`src/mtep_pkg.sv`:
```
`timescale 1ns / 1ps
// ----------------------------------------------------------------------------
// MIDI track event parser package
// Shared types, widths and byte codes of the track event parser.
// ----------------------------------------------------------------------------
package mtep_pkg;

   localparam int MAX_QUANTITY_BYTES = 4;
   localparam int QTY_W              = 28;
   localparam int QCNT_W             = $clog2(MAX_QUANTITY_BYTES + 1);

   // Depth of the queue between front and back; a power of two.
   localparam int QUEUE_DEPTH = 4;
   localparam int QPTR_W      = $clog2(QUEUE_DEPTH);
   localparam int QCNT_Q_W    = $clog2(QUEUE_DEPTH + 1);

   localparam logic [7:0] BYTE_META     = 8'hFF;
   localparam logic [7:0] BYTE_SYSEX    = 8'hF0;
   localparam logic [7:0] BYTE_SYSEX_ESC = 8'hF7;
   localparam logic [3:0] TYPE_PROGRAM  = 4'hC;
   localparam logic [3:0] TYPE_PRESSURE = 4'hD;

   typedef enum logic [2:0] {
      KIND_CHANNEL   = 3'd0,
      KIND_META_HEAD = 3'd1,
      KIND_META_DATA = 3'd2,
      KIND_SYSEX     = 3'd3,
      KIND_ERROR     = 3'd4
   } kind_type;

   // One classified input word as it travels through the queue.
   typedef struct packed {
      logic [7:0] track_byte;
      logic       track_start;
      logic       is_cont;
      logic       is_meta;
      logic       is_sysex;
   } qentry_type;

   typedef struct packed {
      kind_type           kind;
      logic [QTY_W-1:0]   delta_time;
      logic [3:0]         event_type;
      logic [3:0]         channel_number;
      logic [7:0]         first_param;
      logic [7:0]         second_param;
      logic [7:0]         meta_type;
      logic [QTY_W-1:0]   meta_length;
      logic [7:0]         data_byte;
      logic               is_last;
   } rsp_type;

   // Program change and channel pressure carry a single data byte.
   function automatic logic one_param(input logic [7:0] status);
      return (status[7:4] == TYPE_PROGRAM) || (status[7:4] == TYPE_PRESSURE);
   endfunction

endpackage

```
`src/mtep_if.sv`:
```
`timescale 1ns / 1ps
// ----------------------------------------------------------------------------
// MIDI track event parser channels
// Valid/ready channels for track bytes in and decoded events out.
// ----------------------------------------------------------------------------
interface mtep_req_if;
   logic       valid;
   logic       ready;
   logic [7:0] track_byte;
   logic       track_start;

   modport source (output valid, track_byte, track_start, input ready);
   modport sink   (input valid, track_byte, track_start, output ready);
endinterface

interface mtep_rsp_if;
   import mtep_pkg::*;

   logic             valid;
   logic             ready;
   logic [2:0]       kind;
   logic [QTY_W-1:0] delta_time;
   logic [3:0]       event_type;
   logic [3:0]       channel_number;
   logic [7:0]       first_param;
   logic [7:0]       second_param;
   logic [7:0]       meta_type;
   logic [QTY_W-1:0] meta_length;
   logic [7:0]       data_byte;
   logic             is_last;

   modport source (output valid, kind, delta_time, event_type, channel_number,
                   first_param, second_param, meta_type, meta_length, data_byte,
                   is_last, input ready);
   modport sink   (input valid, kind, delta_time, event_type, channel_number,
                   first_param, second_param, meta_type, meta_length, data_byte,
                   is_last, output ready);
endinterface

```
`src/mtep_front.sv`:
```
`timescale 1ns / 1ps
// ----------------------------------------------------------------------------
// MIDI track event parser front end
// Accepts track bytes and classifies them before they enter the queue.
// ----------------------------------------------------------------------------
module mtep_front (
   mtep_req_if.sink          req_if,
   input  logic              q_full,
   output logic              q_push,
   output mtep_pkg::qentry_type q_entry
);
   import mtep_pkg::*;

   assign req_if.ready = !q_full;
   assign q_push       = req_if.valid && !q_full;

   always_comb begin
      q_entry.track_byte  = req_if.track_byte;
      q_entry.track_start = req_if.track_start;
      q_entry.is_cont     = req_if.track_byte[7];
      q_entry.is_meta     = (req_if.track_byte == BYTE_META);
      q_entry.is_sysex    = (req_if.track_byte == BYTE_SYSEX) ||
                            (req_if.track_byte == BYTE_SYSEX_ESC);
   end

endmodule

```
`src/mtep_queue.sv`:
```
`timescale 1ns / 1ps
// ----------------------------------------------------------------------------
// MIDI track event parser queue
// Short FIFO of classified words between the front and back ends.
// ----------------------------------------------------------------------------
module mtep_queue (
   input  logic                 clock,
   input  logic                 reset,
   input  logic                 push,
   input  mtep_pkg::qentry_type push_data,
   output logic                 full,
   input  logic                 pop,
   output logic                 valid,
   output mtep_pkg::qentry_type pop_data
);
   import mtep_pkg::*;

   qentry_type            mem_ff [QUEUE_DEPTH];
   logic [QPTR_W-1:0]     wr_ptr_ff, wr_ptr_in;
   logic [QPTR_W-1:0]     rd_ptr_ff, rd_ptr_in;
   logic [QCNT_Q_W-1:0]   count_ff, count_in;

   assign full     = (count_ff == QCNT_Q_W'(QUEUE_DEPTH));
   assign valid    = (count_ff != '0);
   assign pop_data = mem_ff[rd_ptr_ff];

   always_comb begin
      wr_ptr_in = push ? wr_ptr_ff + 1'b1 : wr_ptr_ff;
      rd_ptr_in = pop  ? rd_ptr_ff + 1'b1 : rd_ptr_ff;
      count_in  = count_ff;
      if (push && !pop) begin
         count_in = count_ff + 1'b1;
      end else if (pop && !push) begin
         count_in = count_ff - 1'b1;
      end
   end

   always_ff @(posedge clock) begin
      if (reset) begin
         wr_ptr_ff <= '0;
         rd_ptr_ff <= '0;
         count_ff  <= '0;
      end else begin
         wr_ptr_ff <= wr_ptr_in;
         rd_ptr_ff <= rd_ptr_in;
         count_ff  <= count_in;
      end
   end

   always_ff @(posedge clock) begin
      if (push) begin
         mem_ff[wr_ptr_ff] <= push_data;
      end
   end

`ifndef SYNTHESIS
   a_no_push_full: assert property (@(posedge clock) disable iff (reset)
      full |-> !push) else $error("queue written while full");
   a_no_pop_empty: assert property (@(posedge clock) disable iff (reset)
      !valid |-> !pop) else $error("queue read while empty");
   a_count_up: assert property (@(posedge clock) disable iff (reset)
      (push && !pop) |=> (count_ff == $past(count_ff) + 1'b1))
      else $error("queue count did not follow a write");
`endif

endmodule

```
`src/mtep_back.sv`:
```
`timescale 1ns / 1ps
// ----------------------------------------------------------------------------
// MIDI track event parser back end
// Decodes delta times, status, channel and meta events, flags sysex and errors; registers results.
// ----------------------------------------------------------------------------
module mtep_back (
   input  logic                 clock,
   input  logic                 reset,
   input  logic                 q_valid,
   input  mtep_pkg::qentry_type q_data,
   output logic                 q_pop,
   mtep_rsp_if.source           rsp_if
);
   import mtep_pkg::*;

   typedef enum logic [2:0] {
      PH_DELTA,
      PH_STATUS,
      PH_PARAM1,
      PH_PARAM2,
      PH_META_TYPE,
      PH_META_LEN,
      PH_META_DATA
   } phase_type;

   phase_type           phase_ff, phase_in, eff_phase;
   logic [7:0]          running_ff, running_in, eff_running;
   logic [7:0]          current_ff, current_in, eff_current;
   logic [QTY_W-1:0]    delta_ff, delta_in, eff_delta;
   logic [QTY_W-1:0]    length_ff, length_in, eff_length;
   logic [QTY_W-1:0]    remain_ff, remain_in, eff_remain;
   logic [QCNT_W-1:0]   qcnt_ff, qcnt_in, eff_qcnt;
   logic [7:0]          held_param_ff, held_param_in, eff_held_param;
   logic [7:0]          held_meta_ff, held_meta_in, eff_held_meta;
   logic                halted_ff, halted_in, eff_halted;
   logic                rsp_valid_ff, rsp_valid_in;
   rsp_type             rsp_ff, rsp_in;
   logic                emit;
   logic                qty_full;
   logic [QTY_W-1:0]    delta_base;
   logic [7:0]          b;

   assign q_pop = q_valid && (!rsp_valid_ff || rsp_if.ready);
   assign b     = q_data.track_byte;

   // A track start clears the whole decoder before its byte is taken.
   always_comb begin
      if (q_data.track_start) begin
         eff_phase      = PH_DELTA;
         eff_running    = '0;
         eff_current    = '0;
         eff_delta      = '0;
         eff_length     = '0;
         eff_remain     = '0;
         eff_qcnt       = '0;
         eff_held_param = '0;
         eff_held_meta  = '0;
         eff_halted     = 1'b0;
      end else begin
         eff_phase      = phase_ff;
         eff_running    = running_ff;
         eff_current    = current_ff;
         eff_delta      = delta_ff;
         eff_length     = length_ff;
         eff_remain     = remain_ff;
         eff_qcnt       = qcnt_ff;
         eff_held_param = held_param_ff;
         eff_held_meta  = held_meta_ff;
         eff_halted     = halted_ff;
      end
   end

   assign qty_full = ((QCNT_W + 1)'(eff_qcnt) + 1'b1) >=
                     (QCNT_W + 1)'(MAX_QUANTITY_BYTES);
   assign delta_base = (eff_qcnt == '0) ? '0 : eff_delta;

   always_comb begin
      phase_in      = phase_ff;
      running_in    = running_ff;
      current_in    = current_ff;
      delta_in      = delta_ff;
      length_in     = length_ff;
      remain_in     = remain_ff;
      qcnt_in       = qcnt_ff;
      held_param_in = held_param_ff;
      held_meta_in  = held_meta_ff;
      halted_in     = halted_ff;
      emit          = 1'b0;
      rsp_in        = '0;

      if (q_pop) begin
         phase_in      = eff_phase;
         running_in    = eff_running;
         current_in    = eff_current;
         delta_in      = eff_delta;
         length_in     = eff_length;
         remain_in     = eff_remain;
         qcnt_in       = eff_qcnt;
         held_param_in = eff_held_param;
         held_meta_in  = eff_held_meta;
         halted_in     = eff_halted;

         if (!eff_halted) begin
            case (eff_phase)
               PH_DELTA: begin
                  delta_in = {delta_base[QTY_W-8:0], b[6:0]};
                  if (!q_data.is_cont) begin
                     qcnt_in  = '0;
                     phase_in = PH_STATUS;
                  end else if (qty_full) begin
                     halted_in = 1'b1;
                     emit      = 1'b1;
                     rsp_in.kind = KIND_ERROR;
                  end else begin
                     qcnt_in = eff_qcnt + 1'b1;
                  end
               end
               PH_STATUS: begin
                  if (q_data.is_meta) begin
                     phase_in = PH_META_TYPE;
                  end else if (q_data.is_sysex) begin
                     halted_in   = 1'b1;
                     emit        = 1'b1;
                     rsp_in.kind = KIND_SYSEX;
                  end else if (q_data.is_cont) begin
                     running_in = b;
                     current_in = b;
                     phase_in   = PH_PARAM1;
                  end else if (eff_running == '0) begin
                     halted_in   = 1'b1;
                     emit        = 1'b1;
                     rsp_in.kind = KIND_ERROR;
                  end else begin
                     // Running status: this byte is already the first data byte.
                     current_in    = eff_running;
                     held_param_in = b;
                     if (one_param(eff_running)) begin
                        emit                = 1'b1;
                        phase_in            = PH_DELTA;
                        rsp_in.kind         = KIND_CHANNEL;
                        rsp_in.first_param  = b;
                     end else begin
                        phase_in = PH_PARAM2;
                     end
                  end
               end
               PH_PARAM1: begin
                  held_param_in = b;
                  if (one_param(eff_current)) begin
                     emit               = 1'b1;
                     phase_in           = PH_DELTA;
                     rsp_in.kind        = KIND_CHANNEL;
                     rsp_in.first_param = b;
                  end else begin
                     phase_in = PH_PARAM2;
                  end
               end
               PH_PARAM2: begin
                  emit                = 1'b1;
                  phase_in            = PH_DELTA;
                  rsp_in.kind         = KIND_CHANNEL;
                  rsp_in.first_param  = eff_held_param;
                  rsp_in.second_param = b;
               end
               PH_META_TYPE: begin
                  held_meta_in = b;
                  length_in    = '0;
                  qcnt_in      = '0;
                  phase_in     = PH_META_LEN;
               end
               PH_META_LEN: begin
                  length_in = {eff_length[QTY_W-8:0], b[6:0]};
                  if (q_data.is_cont) begin
                     if (qty_full) begin
                        halted_in   = 1'b1;
                        emit        = 1'b1;
                        rsp_in.kind = KIND_ERROR;
                     end else begin
                        qcnt_in = eff_qcnt + 1'b1;
                     end
                  end else begin
                     qcnt_in            = '0;
                     remain_in          = length_in;
                     emit               = 1'b1;
                     rsp_in.kind        = KIND_META_HEAD;
                     rsp_in.meta_type   = eff_held_meta;
                     rsp_in.meta_length = length_in;
                     rsp_in.is_last     = (length_in == '0);
                     phase_in           = (length_in == '0) ? PH_DELTA : PH_META_DATA;
                  end
               end
               PH_META_DATA: begin
                  remain_in          = eff_remain - 1'b1;
                  emit               = 1'b1;
                  rsp_in.kind        = KIND_META_DATA;
                  rsp_in.meta_type   = eff_held_meta;
                  rsp_in.meta_length = eff_length;
                  rsp_in.data_byte   = b;
                  rsp_in.is_last     = (remain_in == '0);
                  if (remain_in == '0) begin
                     phase_in = PH_DELTA;
                  end
               end
               default: begin
                  phase_in = PH_DELTA;
               end
            endcase
         end

         rsp_in.delta_time = delta_in;
         if (rsp_in.kind == KIND_CHANNEL) begin
            rsp_in.event_type     = current_in[7:4];
            rsp_in.channel_number = current_in[3:0];
         end
         if ((rsp_in.kind == KIND_ERROR) || (rsp_in.kind == KIND_SYSEX) ||
             (rsp_in.kind == KIND_CHANNEL)) begin
            rsp_in.is_last = 1'b1;
         end
      end
   end

   always_comb begin
      rsp_valid_in = rsp_valid_ff;
      if (q_pop) begin
         rsp_valid_in = emit;
      end else if (rsp_if.ready) begin
         rsp_valid_in = 1'b0;
      end
   end

   always_ff @(posedge clock) begin
      if (reset) begin
         phase_ff      <= PH_DELTA;
         running_ff    <= '0;
         current_ff    <= '0;
         delta_ff      <= '0;
         length_ff     <= '0;
         remain_ff     <= '0;
         qcnt_ff       <= '0;
         held_param_ff <= '0;
         held_meta_ff  <= '0;
         halted_ff     <= 1'b0;
         rsp_valid_ff  <= 1'b0;
      end else begin
         phase_ff      <= phase_in;
         running_ff    <= running_in;
         current_ff    <= current_in;
         delta_ff      <= delta_in;
         length_ff     <= length_in;
         remain_ff     <= remain_in;
         qcnt_ff       <= qcnt_in;
         held_param_ff <= held_param_in;
         held_meta_ff  <= held_meta_in;
         halted_ff     <= halted_in;
         rsp_valid_ff  <= rsp_valid_in;
      end
   end

   always_ff @(posedge clock) begin
      if (q_pop && emit) begin
         rsp_ff <= rsp_in;
      end
   end

   assign rsp_if.valid          = rsp_valid_ff;
   assign rsp_if.kind           = rsp_ff.kind;
   assign rsp_if.delta_time     = rsp_ff.delta_time;
   assign rsp_if.event_type     = rsp_ff.event_type;
   assign rsp_if.channel_number = rsp_ff.channel_number;
   assign rsp_if.first_param    = rsp_ff.first_param;
   assign rsp_if.second_param   = rsp_ff.second_param;
   assign rsp_if.meta_type      = rsp_ff.meta_type;
   assign rsp_if.meta_length    = rsp_ff.meta_length;
   assign rsp_if.data_byte      = rsp_ff.data_byte;
   assign rsp_if.is_last        = rsp_ff.is_last;

`ifndef SYNTHESIS
   a_halt_silent: assert property (@(posedge clock) disable iff (reset)
      (q_pop && halted_ff && !q_data.track_start) |=> !rsp_valid_ff)
      else $error("result produced while halted");
   a_halt_after_stop: assert property (@(posedge clock) disable iff (reset)
      (q_pop && emit && ((rsp_in.kind == KIND_ERROR) || (rsp_in.kind == KIND_SYSEX)))
      |=> halted_ff) else $error("decoder did not halt after error or sysex");
   a_meta_remaining: assert property (@(posedge clock) disable iff (reset)
      (phase_ff == PH_META_DATA) |-> (remain_ff != '0))
      else $error("meta data phase with nothing remaining");
`endif

endmodule

```
`src/midi_track_event_parser_core.sv`:
```
`timescale 1ns / 1ps
// ----------------------------------------------------------------------------
// MIDI track event parser core
// Decodes the event stream of a MIDI track chunk, one byte per word.
// ----------------------------------------------------------------------------
//  Channel  Direction  Word carries
//  req_if   in         track_byte, track_start
//  rsp_if   out        kind, delta_time, event/channel, params, meta fields
//
//  One byte is taken per cycle while the queue is not full; a result is
//  presented once its byte has passed from the queue into the output register,
//  and is held there until rsp_if.ready takes it.
//  The four-entry queue lets the input run on while the output is stalled;
//  req_if.ready falls only when the queue is full.
//  Reset is synchronous and leaves the decoder expecting a delta time.
// ----------------------------------------------------------------------------
module midi_track_event_parser_core (
   input  logic        clock,
   input  logic        reset,
   mtep_req_if.sink    req_if,
   mtep_rsp_if.source  rsp_if
);
   import mtep_pkg::*;

   logic       q_full;
   logic       q_push;
   logic       q_pop;
   logic       q_valid;
   qentry_type q_entry;
   qentry_type q_head;

   mtep_front u_front (
      .req_if  (req_if),
      .q_full  (q_full),
      .q_push  (q_push),
      .q_entry (q_entry)
   );

   mtep_queue u_queue (
      .clock     (clock),
      .reset     (reset),
      .push      (q_push),
      .push_data (q_entry),
      .full      (q_full),
      .pop       (q_pop),
      .valid     (q_valid),
      .pop_data  (q_head)
   );

   mtep_back u_back (
      .clock   (clock),
      .reset   (reset),
      .q_valid (q_valid),
      .q_data  (q_head),
      .q_pop   (q_pop),
      .rsp_if  (rsp_if)
   );

endmodule
```
`src/flat_wrapper.sv`:
```
// flat-port wrapper written by rule: the top's interface ports become plain ports
module midi_track_event_parser_core_flat import mtep_pkg::*;
  (clock, reset, req_if_valid, req_if_track_byte, req_if_track_start, req_if_ready, rsp_if_valid, rsp_if_kind, rsp_if_delta_time, rsp_if_event_type, rsp_if_channel_number, rsp_if_first_param, rsp_if_second_param, rsp_if_meta_type, rsp_if_meta_length, rsp_if_data_byte, rsp_if_is_last, rsp_if_ready);
  mtep_req_if req_if_i ();
  mtep_rsp_if rsp_if_i ();
  input  logic clock;
  input  logic reset;
  input wire logic [$bits(req_if_i.valid)-1:0] req_if_valid;
  input wire logic [$bits(req_if_i.track_byte)-1:0] req_if_track_byte;
  input wire logic [$bits(req_if_i.track_start)-1:0] req_if_track_start;
  output wire logic [$bits(req_if_i.ready)-1:0] req_if_ready;
  output wire logic [$bits(rsp_if_i.valid)-1:0] rsp_if_valid;
  output wire logic [$bits(rsp_if_i.kind)-1:0] rsp_if_kind;
  output wire logic [$bits(rsp_if_i.delta_time)-1:0] rsp_if_delta_time;
  output wire logic [$bits(rsp_if_i.event_type)-1:0] rsp_if_event_type;
  output wire logic [$bits(rsp_if_i.channel_number)-1:0] rsp_if_channel_number;
  output wire logic [$bits(rsp_if_i.first_param)-1:0] rsp_if_first_param;
  output wire logic [$bits(rsp_if_i.second_param)-1:0] rsp_if_second_param;
  output wire logic [$bits(rsp_if_i.meta_type)-1:0] rsp_if_meta_type;
  output wire logic [$bits(rsp_if_i.meta_length)-1:0] rsp_if_meta_length;
  output wire logic [$bits(rsp_if_i.data_byte)-1:0] rsp_if_data_byte;
  output wire logic [$bits(rsp_if_i.is_last)-1:0] rsp_if_is_last;
  input wire logic [$bits(rsp_if_i.ready)-1:0] rsp_if_ready;
  assign req_if_i.valid = req_if_valid;
  assign req_if_i.track_byte = req_if_track_byte;
  assign req_if_i.track_start = req_if_track_start;
  assign req_if_ready = req_if_i.ready;
  assign rsp_if_valid = rsp_if_i.valid;
  assign rsp_if_kind = rsp_if_i.kind;
  assign rsp_if_delta_time = rsp_if_i.delta_time;
  assign rsp_if_event_type = rsp_if_i.event_type;
  assign rsp_if_channel_number = rsp_if_i.channel_number;
  assign rsp_if_first_param = rsp_if_i.first_param;
  assign rsp_if_second_param = rsp_if_i.second_param;
  assign rsp_if_meta_type = rsp_if_i.meta_type;
  assign rsp_if_meta_length = rsp_if_i.meta_length;
  assign rsp_if_data_byte = rsp_if_i.data_byte;
  assign rsp_if_is_last = rsp_if_i.is_last;
  assign rsp_if_i.ready = rsp_if_ready;
  midi_track_event_parser_core u_core (.clock(clock), .reset(reset), .req_if(req_if_i), .rsp_if(rsp_if_i));
endmodule
```
`config.mk`:
```
export PLATFORM = sky130hd
export DESIGN_NAME = midi_track_event_parser_core_flat
export DESIGN_NICKNAME = d
export VERILOG_FILES = /design/src/mtep_pkg.sv /design/src/mtep_if.sv /design/src/mtep_front.sv /design/src/mtep_queue.sv /design/src/mtep_back.sv /design/src/midi_track_event_parser_core.sv /design/src/flat_wrapper.sv
export SDC_FILE = /design/constraint.sdc
export NUM_CORES = 1
export LEC_CHECK = 0
export BUFFER_PORTS_ARGS = -buffer_cell sky130_fd_sc_hd__buf_2
export CORE_MARGIN = 2
export CORE_UTILIZATION = 40
export CTS_CLUSTER_SIZE = 16
export DETAILED_ROUTE_END_ITERATION = 10
export HOLD_SLACK_MARGIN = 0.03
export MAX_ROUTING_LAYER = met4
export PLACE_DENSITY = 0.58
export SYNTH_ARGS = -nofsm -noshare
export SYNTH_HDL_FRONTEND = slang
export SYNTH_SLANG_ARGS = --single-unit
```
`constraint.sdc`:
```
create_clock -name clock -period 8.6 [get_ports clock]
set_input_delay 0.43 -clock clock [delete_from_list [all_inputs] [get_ports clock]]
set_output_delay 0.43 -clock clock [all_outputs]
set_load 0.005 [all_outputs]
```
==> results of run 1 <==
## routing by layer
layer	part of all wire [%]	vias up	global-route usage, %
met3	8.2	50	3.31
li1	-	4500	-
met2	44	391	29.7
met1	46	4777	30.6
met4	1.6	0	4.74
met5	0	-	-
## through the flow
| step | util (%) | power (W) | hold WS [ns] | std cells | setup slack (ns) |
|---|---|---|---|---|---|
| after floorplan | - | 0.00269 | 0.446 | 1151 | 0.404 |
| after global placement | 43.2 | 0.00314 | 0.471 | 1583 | 3.70 |
| after detailed placement | 43.2 | 0.00315 | 0.476 | 1583 | 3.55 |
| after CTS | 46.4 | 0.00445 | 0.110 | 1638 | 3.49 |
| after global routing | 46.4 | 0.00466 | 0.117 | 1638 | 3.23 |
| final | 46.4 | 0.00443 | 0.121 | 1638 | 3.63 |
## report_power, final
part	switching, W	total (W)	internal (W)
clock	0.000523	0.00130	0.000775
combinational	0.000957	0.00134	0.000379
sequential	0.000130	0.00179	0.00166
## cell type report
cell class	count	share of cell area [%]
flip-flops and latches	277	49.4
multi-input cells	768	34.8
clock buffers	41	5.98
repair buffers	130	4.91
well taps	396	3.51
clock inverters	14	1.06
inverters	12	0.319
## path summary, 6_finish.rpt
kind | startpoint | endpoint | slack (ns)
setup / recovery | flip-flop | u_core.u_back.rsp_if.meta_length[19] | 3.63
hold / removal | req_if_track_start | u_core.u_queue.mem_ff[2][3] | 0.12
setup reg to reg | flip-flop | u_core.u_back.rsp_if.meta_length[19] | 3.63
hold reg to reg | u_core.u_back.held_param_ff[7] | u_core.u_back.held_param_ff[7] | 0.49
## logic make-up (layout without fill, tap and decap cells)
logic type	count (synthesis)	count (layout)
AOI/OAI and AO/OA	316	316
muxes	27	27
adders and majority gates	10	10
and+or+nand+nor	396	396
xor gates and xnor gates	19	19
DFF	277	277
buffers and inverters	106	197
## layout by cell type (no fill, tap or decap), drive strengths merged, types with 12 or more instances in the layout
master / n
o21ai: 31
nand3: 17
and3: 14
a21oi: 56
nor2: 175
a22o: 31
xnor2: 13
nor3: 28
nor4: 24
nand2: 60
dfxtp: 133
clkbuf: 41
inv: 12
mux2i: 15
buf: 130
a211oi: 14
edfxtp: 144
a22oi: 109
## sequential cells by signal (all words and copies together) (netlist names), 28 cells and up, named ones only
signal	count
u_core.u_queue.mem_ff	44
u_core.u_back.remain_ff	28
u_core.u_back.length_ff	28
u_core.u_back.rsp_if.delta_time	28
u_core.u_back.rsp_if.meta_length	28
u_core.u_back.delta_ff	28
==> reports/results.ini, run 1 <==
[route]
vias = 9718
drt.antenna.violating_nets = 0
drc = 0
drt_wl_total_microns = 33000
drt_iter0_drc = 913
wl_per_cell_microns = 20.1
first_pass_iters = 5
vias_per_cell = 5.93

[synth]
synth_area_sq_um = 12300
yosys.area_share.simple_pct = 15.4
synth_nets = 1174
async_reset_ff_share_pct = 0
yosys.area.top_type = edfxtp_1
synth.most_common_cell = nor2_1
ys_seq_elements = 277
synth_area_leaders = edfxtp_1 35%, dfxtp_1 22%, a22oi_1 6.7%, nor2_1 5.3%, a21oi_1 2.3%
synth_mux_area_share_pct = 3.33
synth_fa_ha_area_share_pct = 1.08
ys_seq_area_share_pct = 56.9
synth_edf_count = 144
yosysWarnings = 0
syn_inst = 1151
synth-xor-area-share_pct = 1.35
ys_top_cells_by_count = 175 x nor2_1, 144 x edfxtp_1, 133 x dfxtp_1, 109 x a22oi_1, 71 x clkbuf_1
avgSynthCellArea_sq_um = 10.7
synth_compound_area_share_pct = 18.4
synth_top_area_share_pct = 35.2
synth_top_family_by_area = compound AO/OA/AOI/OAI gates
synth_ff_type = edfxtp_1
synth_cell_type_count = 75

[die]
start_util_pct = 40.4
die-area_sq_um = 32100
core_area_sq_um = 30400
die_x_microns = 179
rows = 64
ios = 115
die_h_microns = 179

[setup_path]
cp-start-kind = flip-flop
r2r_cells = 6
crit_buf_inv = 2
path_depth = 6
crit_family = buffers and inverters
crit_chain = mux4_2 > clkinv_1 > o22a_1 > a211o_1 > a31oi_4 > buf_4
cp_data_required_time_ns = 8.76
cpPeakStageDelay_ns = 0.94
crit_fanout = 77
critPathArrivalTime_ns = 5.13
worstSetupPathType = reg2reg
endpoint_kind = flip-flop
critical-path-slowest-cell = mux4_2

[clocking]
cts_made_buffers = 30
cts_hold_buf = 0
ctsHtreeMaxLevel = 1
clockRootBuffer = clkbuf_16
clockBufferDepth = 3
post_cts_resized = 0
cts_tree = done
postCtsSetupBuffers = 0
cts_sinks = 277
clk_pin_slew_ns = 0.06
clock_latency_ns = 0.55

[cells_and_area]
diodes = 0
multi_input_area_sq_um = 4910
area_growth_pct = 15.0
drive_gt1_share_pct = 17.1
regArea_sq_um = 6990
nNetsFinal = 1242
fin_area_sq_um = 14100
n_fill_cell = 2852

[timing]
finalHoldViolations = 0
setup_viol = 0
tightest_slew_ns = 0.994
relSlewSlack_pct = 33.7
slew_viol_final = 0
post-route-period-util_pct = 57.8
fin_tns_setup_ns = 0
min_period_ns = 4.97
grt_setup_unrepaired = no
fmaxAchievable_ghz = 0.201
skew_ns = 0.0206

[power]
ir_drop_mv = 0.158
leakagePower_nw = 5.00
p_per_area_nw_per_um2 = 313

[hold_path]
hold_class = in2reg
min_delay_path_depth = 1

[placed_design]
gpl.final_weighted_congestion = 0.891
dpl_cell_area_sq_um = 13100
numPortBuffers = 114
hpwlAfterDp_microns = 21000

[global_routing]
grt_pass1_vias = 8863
antenna_found_initial = 0
track_usage_pct = 20.7
grt.overflow.total = 0
grt_max_degree = 80
grt_first_pass_wirelength_microns = 50900

[run_status]
status = finished, final reports clean

[job]
max_cap_violations = 0

No activity file was read; power rests on OpenSTA's default activity.
==> inputs of run 2 (changes only) <==
- ABC_AREA: unset -> 1
- PLACE_DENSITY: 0.58 -> 0.57
- clock period: 8.6 -> 4.03 ns (I/O delays scaled with it)
==> run 2 against run 1 <==
  * Synthesized cell count grew 45%
  * Critical path depth increased by 8
  * Via count rose by 26%
  * Cell area increased by 12%
  * Die area grew 11%
  * Wire length rose by 28%
  * Critical path type unchanged
  * Sequential power up 140%
  * First-iteration DRC count increased by 35%
  * Total power grew to 2.8 times the previous value
  * Maximum frequency grew 42%
  * Largest cell class unchanged
  * Clock power rose by 120%
==> reports/results.ini, run 2 <==
[cells_and_area]
largest_register = u_core.u_queue.mem_ff
fin_util_pct = 47.2  ; +0.73 points
n_fill_cell = 3349  ; +17%
final_common_cell = nand2_1
regArea_sq_um = 6990  ; unchanged
final_cell_mix = 357 x nand2_1, 190 x inv_1, 177 x nor2_1, 144 x edfxtp_1, 133 x dfxtp_1
nNetsFinal = 1796  ; +45%
area_growth_pct = 15.7
multi_input_area_sq_um = 5520  ; +12%
largest_reg_flops = 44  ; unchanged
diodes = 0  ; unchanged
drive_gt1_share_pct = 14.2  ; -2.8 points

[die]
die_h_microns = 189  ; +5.5%
rows = 67  ; +4.7%
core_area_sq_um = 33600  ; +10%
die-area_sq_um = 35700  ; +11%
ios = 115  ; unchanged
start_util_pct = 40.8  ; +0.37 points
die_x_microns = 189  ; +5.5%

[route]
drt.antenna.violating_nets = 0  ; unchanged
drt_iter0_drc = 1233  ; +35%
vias_per_cell = 5.43  ; -8.4%
wl_per_cell_microns = 18.8  ; -6.4%
first_pass_iters = 5  ; unchanged
vias = 12200  ; +26%
drc = 0  ; unchanged
drt_wl_total_microns = 42300  ; +28%

[placed_design]
gpl.final_weighted_congestion = 0.968  ; +8.6%
numPortBuffers = 114  ; unchanged
hpwlAfterDp_microns = 29700  ; +41%

[synth]
ys_seq_area_share_pct = 51.0  ; -5.9 points
synth_area_leaders = edfxtp_1 32%, dfxtp_1 19%, nand2_1 9.8%, inv_1 5.3%, nor2_1 4.9%
syn_inst = 1667  ; +45%
synth_ff_type = edfxtp_1
synth_top_area_share_pct = 31.6  ; -3.6 points
ys_top_cells_by_count = 357 x nand2_1, 192 x inv_1, 178 x nor2_1, 144 x edfxtp_1, 133 x dfxtp_1
synth_nets = 1690  ; +44%
ys_seq_elements = 277  ; unchanged
yosys.area.top_type = edfxtp_1
avgSynthCellArea_sq_um = 8.22  ; -23%
synth_edf_count = 144  ; unchanged
yosysWarnings = 0  ; unchanged
synth_area_sq_um = 13700  ; +11%
synth_cell_type_count = 55  ; -27%
synth.most_common_cell = nand2_1
async_reset_ff_share_pct = 0  ; unchanged

[setup_path]
crit_buf_inv = 5  ; +3
cp_data_required_time_ns = 4.44  ; -4.32 ns
crit_fanout = 39  ; -49%
r2r_slack_ns = 0.52  ; -3.10 ns
cpMostUsedCell = inv_2
endpoint_kind = flip-flop
crit_chain = inv_2 > nand2_1 > nand3_2 > nand2_4 > inv_2 > buf_4 > nor2_4 > nor2_1 > inv_2 > nor2_8 > inv_2 > nor2_1 > a221oi_1 > a21oi_1
crit_family = buffers and inverters
critPathArrivalTime_ns = 3.92  ; -1.21 ns
critical-path-slowest-cell = inv_2
worstSetupPathType = reg2reg
cpPeakStageDelay_ns = 0.60  ; -0.34 ns
cp-endpoint = u_core.u_back.remain_ff[1]
reg2reg_to = u_core.u_back.remain_ff[1]
path_depth = 14  ; +8
r2r_cells = 14  ; +8
cp-start-kind = flip-flop

[clocking]
cts_tree = done
cts_sinks = 277  ; unchanged
clockRootBuffer = clkbuf_16
clockBufferDepth = 3  ; unchanged
cts_made_buffers = 31  ; +3.3%
clk_pin_slew_ns = 0.07  ; about the same
clock_latency_ns = 0.58  ; +0.03 ns
ctsHtreeMaxLevel = 1  ; unchanged

[timing]
skew_ns = 0.0279  ; +0.00729 ns
fin_hold_ws_ns = 0.146  ; +0.0247 ns
relSlewSlack_pct = 22.0  ; -12 points
fin_tns_setup_ns = 0  ; unchanged
min_period_ns = 3.51  ; -1.47 ns
fmaxAchievable_ghz = 0.285  ; +42%
grt_setup_unrepaired = no
finalHoldViolations = 0  ; unchanged
post-route-period-util_pct = 87.0  ; +29 points
slew_viol_final = 0  ; unchanged
setup_viol = 0  ; unchanged
tightest_slew_ns = 1.17  ; +0.171 ns

[global_routing]
grt_first_pass_wirelength_microns = 65700  ; +29%
antenna_found_initial = 2  ; +2
grt_pass1_vias = 11400  ; +28%
grt_max_degree = 78  ; -2.5%
grt.overflow.total = 0  ; unchanged
track_usage_pct = 24.1  ; +3.4 points

[power]
leakagePower_nw = 6.68  ; +34%
p_per_area_nw_per_um2 = 783  ; +150%
ir_drop_mv = 0.396  ; +150%

[job]
max_cap_violations = 0  ; unchanged

[run_status]
status = finished, final reports clean

[hold_path]
hold_class = in2reg

run 2: report_power, final:
part / internal (W) / leakage (nW) / switching, W / total [W]
sequential: 0.00392 / 2.45 / 0.000314 / 0.00423
combinational: 0.00143 / 3.71 / 0.00386 / 0.00529
clock: 0.00173 / 0.514 / 0.00116 / 0.00289
total: 0.00708 / 6.68 / 0.00533 / 0.0124
run 2: how the worst min path moves through the flow:
stage / start / endpoint / slack (ns) / cells past startpoint
floorplan: req_if_track_byte[6] / u_core.u_queue.mem_ff[0][10] / 0.30 / 0
global placement: req_if_track_byte[6] / u_core.u_queue.mem_ff[2][10] / 0.43 / 1
detailed placement: req_if_track_byte[6] / u_core.u_queue.mem_ff[2][10] / 0.43 / 1
CTS: req_if_valid / u_core.u_queue.wr_ptr_ff[1] / 0.13 / 3
global route: req_if_valid / u_core.u_queue.wr_ptr_ff[1] / 0.17 / 3
finish: req_if_valid / u_core.u_queue.wr_ptr_ff[1] / 0.15 / 3
run 2: repair_timing:
action	4_1_cts	5_1_grt
setup endpoints to repair	0	2
setup buffers	0	0
hold buffers	10	0
hold endpoints to repair	41	0
gates resized for setup	0	1
run 2: cell families (layout without fill, tap and decap cells):
| kind of cell | after synthesis | in the layout | share of synthesized area [%] |
|---|---|---|---|
| compound gates | 396 | 396 | 17.7 |
| flops | 277 | 277 | 51.0 |
| buf+inv | 299 | 430 | 8.77 |
| mux | 2 | 2 | 0.164 |
| simple gates | 679 | 679 | 21.1 |
| xor+xnor | 4 | 4 | 0.256 |
| fa+ha+maj | 10 | 10 | 0.968 |
run 2: metrics by stage:
step	cells	total power, W	setup WS (ns)	area, sq um
after floorplan	1667	0.00758	0.0214	13700
after global placement	2178	0.00952	0.547	14700
after detailed placement	2178	0.00953	0.441	14700
after CTS	2246	0.0124	0.409	15900
after global routing	2246	0.0132	0.191	15900
final	2246	0.0124	0.525	15900
run 2: metal layers:
layer	part of all wire, %	wire [microns]	GRT usage [%]	vias to the layer above
met5	0	0	-	-
met4	2.5	1050	6.94	0
met3	5.9	2490	2.59	72
met2	46	19300	37.2	440
met1	46	19500	33.5	5795
li1	-	-	-	5899
run 2: layout make-up:
class | count | share of cell area (%)
Clock inverter | 15 | 1.21
Clock buffer | 43 | 5.37
Timing Repair Buffer | 160 | 5.93
Sequential cell | 277 | 44.1
Inverter | 212 | 5.06
Multi-Input combinational cell | 1091 | 34.8
Tap cell | 448 | 3.54
run 2: worst min-delay path: cells and delay by family:
family / cells / cell delay (ns)
buf+inv: 1 / 0.09
compound gates: 1 / 0.11
simple gates: 1 / 0.26
